===== src/hw/rtl/ffcd_pkg.sv =====
// shared types, codes and defaults for the fifo feature cache directory
package ffcd_pkg;

    localparam int NODES_DEFAULT       = 65536;
    localparam int CACHE_SLOTS_DEFAULT = 4096;
    localparam int PARTITIONS_DEFAULT  = 16;

    localparam int NODE_W     = 16;
    localparam int PART_IN_W  = 5;
    localparam int PART_W     = 4;
    localparam int LIDX_W     = 16;
    localparam int SLOT_OUT_W = 12;
    localparam int SRC_W      = 2;
    localparam int SLOTS_W    = 13;
    localparam int MASK_W     = 16;
    localparam int CFG_W      = 16;
    localparam int CFG_IDX_W  = 1;

    localparam logic [SLOTS_W-1:0] SLOTS_RESET = 13'd4096;
    localparam logic [MASK_W-1:0]  MASK_RESET  = 16'd0;

    localparam logic [CFG_IDX_W-1:0] REG_SLOTS_IN_USE = 1'd0;
    localparam logic [CFG_IDX_W-1:0] REG_LOCAL_MASK   = 1'd1;

    localparam logic FUNC_REQUEST = 1'b0;
    localparam logic FUNC_LOAD    = 1'b1;

    localparam logic [SRC_W-1:0] SRC_HIT    = 2'd0;
    localparam logic [SRC_W-1:0] SRC_LOCAL  = 2'd1;
    localparam logic [SRC_W-1:0] SRC_REMOTE = 2'd2;
    localparam logic [SRC_W-1:0] SRC_SKIP   = 2'd3;

    typedef struct packed {
        logic clr_en;
        logic load_wr;
        logic capture;
        logic owner_lookup;
        logic evict;
        logic fill;
        logic out_short;
    } ffcd_cmd_t;

    typedef struct packed {
        logic clr_last;
        logic is_hit;
        logic is_skip;
        logic out_free;
    } ffcd_status_t;

endpackage


===== src/hw/rtl/ffcd_ctrl.sv =====
// controller state machine for the cache directory
module ffcd_ctrl
    import ffcd_pkg::*;
(
    input  logic         clk,
    input  logic         rst_n,
    input  logic         in_valid,
    input  logic         func,
    output logic         in_ready,
    input  ffcd_status_t status,
    output ffcd_cmd_t    cmd
);

    typedef enum logic [2:0] {
        ST_CLEAR,
        ST_IDLE,
        ST_LOOKUP,
        ST_EVICT,
        ST_FILL
    } state_t;

    state_t state_reg;
    state_t state_next;
    logic   accept;

    assign in_ready = (state_reg == ST_IDLE);
    assign accept   = in_valid && in_ready;

    always_comb
    begin
        state_next = state_reg;
        cmd        = '0;
        case (state_reg)
            ST_CLEAR:
            begin
                cmd.clr_en = 1'b1;
                if (status.clr_last)
                begin
                    state_next = ST_IDLE;
                end
            end
            ST_IDLE:
            begin
                if (accept)
                begin
                    if (func == FUNC_LOAD)
                    begin
                        cmd.load_wr = 1'b1;
                    end
                    else
                    begin
                        cmd.capture = 1'b1;
                        state_next  = ST_LOOKUP;
                    end
                end
            end
            ST_LOOKUP:
            begin
                if (status.is_hit || status.is_skip)
                begin
                    if (status.out_free)
                    begin
                        cmd.out_short = 1'b1;
                        state_next    = ST_IDLE;
                    end
                end
                else
                begin
                    cmd.owner_lookup = 1'b1;
                    state_next       = ST_EVICT;
                end
            end
            ST_EVICT:
            begin
                cmd.evict  = 1'b1;
                state_next = ST_FILL;
            end
            ST_FILL:
            begin
                if (status.out_free)
                begin
                    cmd.fill   = 1'b1;
                    state_next = ST_IDLE;
                end
            end
            default:
            begin
                state_next = ST_IDLE;
            end
        endcase
    end

    always_ff @(posedge clk or negedge rst_n)
    begin
        if (!rst_n)
        begin
            state_reg <= ST_CLEAR;
        end
        else
        begin
            state_reg <= state_next;
        end
    end

endmodule


===== config.mk =====
export PLATFORM = sky130hd
export DESIGN_NAME = ffcd_ctrl
export DESIGN_NICKNAME = d
export VERILOG_FILES = /design/src/hw/rtl/ffcd_pkg.sv /design/src/hw/rtl/ffcd_ctrl.sv
export SDC_FILE = /design/constraint.sdc
export NUM_CORES = 1
export LEC_CHECK = 0
export BUFFER_PORTS_ARGS = -buffer_cell sky130_fd_sc_hd__buf_4
export CAP_MARGIN = 20
export CORE_AREA = 5 5 42 44
export DETAILED_ROUTE_END_ITERATION = 10
export DIE_AREA = 0 0 47 49
export PLACE_DENSITY = 0.5
export SYNTH_ARGS = -nofsm -noshare
export SYNTH_HDL_FRONTEND = slang
export SYNTH_SLANG_ARGS = --single-unit
export TNS_END_PERCENT = 100

===== constraint.sdc =====
create_clock -name clk -period 1.2 [get_ports clk]
set_clock_uncertainty 0.1 [all_clocks]
set_input_delay 0.36 -clock clk [delete_from_list [all_inputs] [get_ports clk]]
set_output_delay 0.36 -clock clk [all_outputs]
set_load 0.1 [all_outputs]

; Word-level counts from Yosys, hierarchy flattened
; Index checks and enable logic that the tools add are counted.
[op_classes]
muxes = 18
eq_ne = 7
reduce_logical = 4
[op_table]
columns = operator, n
row1 = two-way mux 3 bit, 5
row2 = one-hot mux 3 bit (5 select lines), 1
row3 = two-way mux 1 bit, 10
row4 = "equality test 3 x 2 -> 1 bit, second input constant", 2
row5 = two-way mux 2 bit, 2
row6 = "inequality test 2 bit, second input constant", 2
row7 = "equality test 3 x 1 -> 1 bit, second input constant", 1
row8 = "equality test 3 bit, second input constant", 1
row9 = logical NOT 3 bit, 1
row10 = AND reduction 3 bit, 1
row11 = "inequality test 2 x 1 -> 1 bit, second input constant", 1
row12 = logical AND 1 bit, 1
row13 = logical OR 1 bit, 1
[word_totals]
elab_cells = 30
out_inout_bits = 8
input_bits = 8
reg_bits = 3

; Longest topological paths before layout
; Gate-level depths: netlist (run 1).
[depth]
ltp_word = 4
mapped_depth = 4
mapped_depth_nobuf = 3

; Worst setup path before layout (run 1)
; No wires, ideal clock.
[synth_timing]
path_kind = register -> output
startpoint = reg state_reg[1]
endpoint = out cmd[5] (netlist bit)
path_slack_ns = -1.972
arrival_time_ns = 2.712
required_time_ns = 0.740
stages_incl_launch_ff = 4
n_path_buf = 1
cell_sequence = dfrtp_1 buf_2 nor3_2 and3_1
[synth_rtl]
columns = item, line
row1 = "start, declared", ffcd_ctrl.sv:22  ; state_t state_reg;
row2 = "start signal, assigned", ffcd_ctrl.sv:101  ; state_reg <= state_next;
row3 = "end, declared", ffcd_ctrl.sv:11  ; output ffcd_cmd_t cmd

==> results of run 1 <==
## kinds of logic after synthesis
logic type             count (synthesis)  share of synthesized area
flip-flops                             3                      0.323
AND/OR/NAND/NOR                       14                      0.398
buffers and inverters                  4                     0.0699
AO/OA/AOI/OAI                          7                      0.210
## cell usage in the layout, fill, tap and decap left out, drive strengths merged
master,count
buf,32
nor3,4
clkbuf,4
dfrtp,3
inv,3
and2,2
a31oi,2
nor2,2
nand2b,1
nor2b,1
nor3b,1
or2,1
o21ai,1
and3,1
a21o,1
nor4bb,1
o21bai,1
o31ai,1
o22a,1
dlygate4sd3,1
## worst min-delay path by stage
stage	to	slack (ps)	cells past startpoint
final	state_reg[1]$_DFFE_PN0P_	350	2
after global routing	state_reg[1]$_DFFE_PN0P_	350	2
after CTS	state_reg[1]$_DFFE_PN0P_	350	2
after detailed placement	state_reg[1]$_DFFE_PN0P_	50	1
after global placement	state_reg[1]$_DFFE_PN0P_	50	1
after floorplan	state_reg[0]$_DFFE_PN0P_	-40	0
## power by group
part | switching [mW] | internal (mW)
clock network | 0.0527 | 0.125
registers | 0.0755 | 0.149
logic | 0.876 | 0.658
## metrics by stage
stage	cells	util	setup TNS, ps	setup slack, ps
global placement	72	0.357	-3220	-441
finish	80	0.503	-4460	-555
detailed placement	72	0.357	-3240	-450
global route	80	0.503	-5140	-627
CTS	79	0.462	-4480	-575
floorplan	28	-	-7710	-1160
## cell type report
class / instances / share of cell area
multi-input cells: 21 / 0.306
well taps: 16 / 0.0284
inverters: 3 / 0.0160
flip-flops and latches: 3 / 0.112
repair buffers: 33 / 0.501
clock buffers: 4 / 0.0373
## critical path, delay by kind of cell (launching register included)
| family | cells | cell delay, ps |
|---|---|---|
| flip-flops | 1 | 460 |
| buffers and inverters | 1 | 170 |
| AND/OR/NAND/NOR | 2 | 430 |
## metal layers
metal | routed length [um] | vias up | GRT usage | share of wire
li1 | - | 171 | - | -
met1 | 279 | 158 | 0.0911 | 0.32
met2 | 542 | 7 | 0.127 | 0.63
met3 | 39 | 0 | 0.00369 | 0.045
met4 | 0 | 0 | 0.0829 | 0
met5 | 0 | - | 0 | 0
## repair_timing
action | in CTS | in global routing
hold buffers | 1 | 0
pin swaps | 3 | 3
gates resized for setup | 24 | 10
endpoints found under the hold margin | 3 | 0
endpoints found under the setup margin | 10 | 10
setup buffers | 2 | 1
==> metrics.md, run 1 <==
| Metric | Value |
|---|---|
| Via density | about 4.2 |
| Area after DPL | approximately 500 sq um |
| Max Cap Viol | 0 |
| Starting DRT DRC Count | 1 |
| Fin. max-slew vios | 0 |
| Top cell type's share of synthesized area | 0.323 |
| Synth unique cells | 20 |
| Gr usage total | 0.0820 |
| Largest net degree at the start of global routing | 7 |
| Max Fanout on Critical Path | 6 |
| Total power | between 1.5 and 2 mW |
| GPL Wtd Cong | approximately 0.78 |
| Final #Nets | 73 |
| Final Hold Viols | 0 |
| First-pass GRT wire length | around 1.3 mm |
| Max reg flops | 3 |
| Critical path endpoint | cmd[5] |
| Ys async rst share | 1.00 |
| Layout cells sized above 1 | 0.797 |
| FF+latch count, synth | 3 |
| # fillers | 138 |
| EDFF count, synth | 0 |
| Cells after synthesis | 28 |
| PortBufs | 15 |
| DRC | 0 |
| Worst-margin pin slew | between 400 and 500 ps |
| P per Cell Area | roughly 2700 nW/um^2 |
| Post-Layout Inst Area | between 700 and 800 sq um |
| RSZ-0062 raised after global routing | true |
| Average size of a mapped cell | between 8 and 9 sq um |
| Starting Density | 0.166 |
| Final WS setup | -555 ps |
| Hold Crit Class | in2async |
| CP max stage delay | 460 ps |
| Number of global-route vias before repair | about 330 |
| Synth area leader | dfrtp_1 |
| Clock sink count | 3 |
| CTS max path bufs | 2 |
| Post-route ant nets | 0 |
| Crit path capture type | output pin |
| Crit-path cells | nor3_4, and3_4, buf_12 |
| Crit path from | state_reg[1]$_DFFE_PN0P_ |
| Congestion Overflow GR | 0 |
| R2R Setup Slk | -230 ps |
| Hold slack | roughly 350 ps |
| Area contributors post-synth | dfrtp_1 32%, nor3_1 6.5%, a31oi_1 5.4%, and2_1 5.4%, nor3b_2 5.4% |
| Critical Path AT | roughly 1300 ps |
| Core area | roughly 1400 sq um |
| Pleak | 0.331 nW |
| Initial antenna violation count | 0 |
| Area grow syn2layout | 203% |
| Worst slew margin | 0.724 |
| Ant. Diodes | 0 |
| Post-synthesis sequential area ratio | 0.323 |
| Post-synth top cells | 3 x dfrtp_1, 3 x nor3_1 |
| TritonRoute pass-1 iters | 2 |
| Skew-Pair Late Insertion Delay | between 200 and 250 ps |
| H-Tree Level Count | 1 |
| I/O pin total | 16 |
| Routed wire length | 862 um |
| TritonCTS Buffers | 3 |
| Mapped Nets | 36 |
| F_max | roughly 570 MHz |
| Prevailing post-synth register cell | dfrtp_1 |
| FF+latch area | roughly 79 sq um |
| Die area | around 2300 sq um |
| Final setup vio count | 10 |
| Root buffer cell | clkbuf_4 |
| Post-Synthesis Cell Area | ~230 sq um |
| WS Path Type | reg2out |
| Status | finished, violations left |
| Final min period | 1760 ps |
| Total number of vias | roughly 340 |
| Peak VDD IR | approximately 1500 uV |
| Clock transition at the registers of the reported paths | approximately 40 ps |
| Worst EP required | between 700 and 800 ps |
| Routed len/inst | about 11 um |
| CTS tree | done |
| Failing checks | negative setup slack |
| Die Span X | roughly 47 um |
| Die height | between 40 and 50 um |
| FF-to-FF End | state_reg[1]$_DFFE_PN0P_ |
| Critical-path top delay cell | dfrtp_2 |
| # rows | 14 |
| Synth warn | 0 |
| Crit path launch type | flop |
| R2r startpoint | state_reg[1]$_DFFE_PN0P_ |
| Fin crit share | 1.46 |
| Reg2reg path depth | 6 |
| Post-DP HPWL | roughly 600 um |
| Multi-input logic area | 215 sq um |
Power figures use the tool's default switching activity.
==> inputs of run 2 (changes only) <==
Settings changed: PLACE_DENSITY 0.5 to 0.43.
==> run 2 against run 1 <==
Compared with the run above: the flow still finishes with violations (negative setup slack); highest routed layer is now met4; combinational power decreased by 4%; setup slack got worse by 8.8 ps; cell count down 1.3%; hold slack barely moved; critical path depth unchanged.
==> metrics.md, run 2 (synthesis gave the netlist of run 1 again) <==
| Metric | Value |
|---|---|
| Post-DP HPWL | 650 um (+7.5%) |
| Max reg flops | 3 (unchanged) |
| Hold Crit Class | in2async |
| # fillers | 144 (+4.3%) |
| TNS Setup | -4480 ps (-17.8 ps) |
| Final setup vio count | 10 (unchanged) |
| Max Cap Viol | 0 (unchanged) |
| Die area | 2300 sq um (unchanged) |
| H-Tree Level Count | 1 (unchanged) |
| Fin. max-slew vios | 0 (unchanged) |
| Final #Nets | 72 (-1.4%) |
| CTS max path bufs | 2 (unchanged) |
| Worst EP required | 740 ps (about the same) |
| Worst slew margin | 0.679 (-0.0450) |
| Initial antenna violation count | 0 (unchanged) |
| Starting Density | 0.166 (unchanged) |
| Die Span X | 47 um (unchanged) |
| Failing checks | negative setup slack |
| Via density | 4.44 (+5.8%) |
| Area grow syn2layout | 200% |
| Total power | 1.90 mW (-1.8%) |
| Critical Path AT | 1300 ps (about the same) |
| P per Cell Area | 2720 nW/um^2 (-0.95%) |
| Peak VDD IR | 1340 uV (-8.8%) |
| # rows | 14 (unchanged) |
| DRC | 0 (unchanged) |
| F_max | 567 MHz (-0.50%) |
| Number of global-route vias before repair | 341 (+2.7%) |
| Core area | 1400 sq um (unchanged) |
| GPL Wtd Cong | 0.735 (-5.6%) |
| Total number of vias | 351 (+4.5%) |
| Clk network pwr share | 0.094 (+0.002) |
| CTS tree | done |
| Clock sink count | 3 (unchanged) |
| Sw frac | 0.538 (+0.0193) |
| Die height | 49 um (unchanged) |
| Worst-margin pin slew | 477 ps (+66.8 ps) |
| Skew-Pair Late Insertion Delay | 230 ps (about the same) |
| Post-route ant nets | 0 (unchanged) |
| Pleak | 0.323 nW (-2.4%) |
| TritonRoute pass-1 iters | 3 (+1) |
| Routed len/inst | 12.2 um (+14%) |
| Status | finished, violations left |
| Multi-input logic area | 213 sq um (-1.2%) |
| Crit path capture type | output pin |
| Ant. Diodes | 0 (unchanged) |
| Final min period | 1760 ps (+8.84 ps) |
| FF+latch area | 78.8 sq um (unchanged) |
| Most frequent cells in the layout | 19 x buf_4, 7 x buf_12, 5 x buf_6 |
| Comb pwr share | 0.776 (-0.016) |
| RSZ-0062 raised after global routing | true |
| PortBufs | 15 (unchanged) |
| Flop pwr share | 0.130 (+0.014) |
| Layout cells sized above 1 | 0.794 (-0.00322) |
| I/O pin total | 16 (unchanged) |
| Routed wire length | 967 um (+12%) |
| TritonCTS Buffers | 3 (unchanged) |
| Clock transition at the registers of the reported paths | 40 ps (about the same) |
| Final WS setup | -564 ps (-8.84 ps) |
| Crit path launch type | flop |
| Fin crit share | 1.47 (+0.00737) |
| Congestion Overflow GR | 0 (unchanged) |
| Root buffer cell | clkbuf_4 |
| Switching pwr | 1.02 mW (+1.8%) |
| Largest net degree at the start of global routing | 7 (unchanged) |
| Final Util | 0.498 (-0.00446) |
| Commonest non-fill, non-tap cell in the layout | buf_4 |
| Gr usage total | 0.0968 (+0.0148) |
| Max Fanout on Critical Path | 6 (unchanged) |
| WS Path Type | reg2out |
| P_int | 0.877 mW (-5.8%) |
| Starting DRT DRC Count | 5 (+4) |
| First-pass GRT wire length | 1.55 mm (+15%) |
| Final Hold Viols | 0 (unchanged) |
==> run 2: final timing paths <==
path | from | end | slack (ps) | cells after the start
max | state_reg[1]$_DFFE_PN0P_ | cmd[1] | -560 | 3
min | rst_n | state_reg[0]$_DFFE_PN0P_ | 350 | 2
max reg2reg | state_reg[1]$_DFFE_PN0P_ | state_reg[0]$_DFFE_PN0P_ | -170 | 5
min reg2reg | state_reg[2]$_DFFE_PN0P_ | state_reg[0]$_DFFE_PN0P_ | 610 | 2
max in group asynchronous | rst_n | state_reg[1]$_DFFE_PN0P_ | 550 | 2
min in group clk | status[0] | state_reg[0]$_DFFE_PN0P_ | 380 | 3
==> run 2: area by class of cell <==
| class | instances | area share |
|---|---|---|
| flip-flops and latches | 3 | 0.113 |
| multi-input cells | 21 | 0.305 |
| repair buffers | 32 | 0.500 |
| well taps | 16 | 0.0287 |
| inverters | 3 | 0.0161 |
| clock buffers | 4 | 0.0376 |
==> run 2: layer usage <==
layer,vias up,part of all wire,GRT usage
li1,170,-,-
met2,12,0.56,0.149
met4,0,0.037,0.0968
met5,-,0,0
met3,4,0.049,0.0111
met1,165,0.35,0.104
==> run 2: power by group through the flow <==
stage | Combinational (mW) | Clock [mW] | Sequential, mW
final | 1.47 | 0.179 | 0.247
after global routing | 1.53 | 0.192 | 0.258
after CTS | 1.31 | 0.187 | 0.244
after detailed placement | 1.12 | 0 | 0.239
after global placement | 1.12 | 0 | 0.236
after floorplan | 0.858 | 0 | 0.205
==> run 2: through the flow <==
step	hold WS, ps	instances	instance area (sq um)	setup WS, ps
4_1_cts	349	77	638	-584
3_3_place_gp	50.2	71	493	-445
5_1_grt	353	79	698	-629
3_5_place_dp	49.7	71	493	-483
6_report	350	79	698	-564
2_1_floorplan	-35.6	28	274	-1160
==> run 2: repair_timing <==
item | 4_1_cts | 5_1_grt
pin swaps | 3 | 6
endpoints found under the setup margin | 11 | 11
setup buffers | 1 | 2
cloned | 0 | 0
hold endpoints to repair | 3 | 0
resized for setup | 24 | 10
hold buffers | 1 | 0
==> run 2: worst max-delay path, stage by stage (launching register included) <==
cell and delay [ps]:
dfrtp_2 490, nor3b_2 240, and2_4 180, buf_12 160
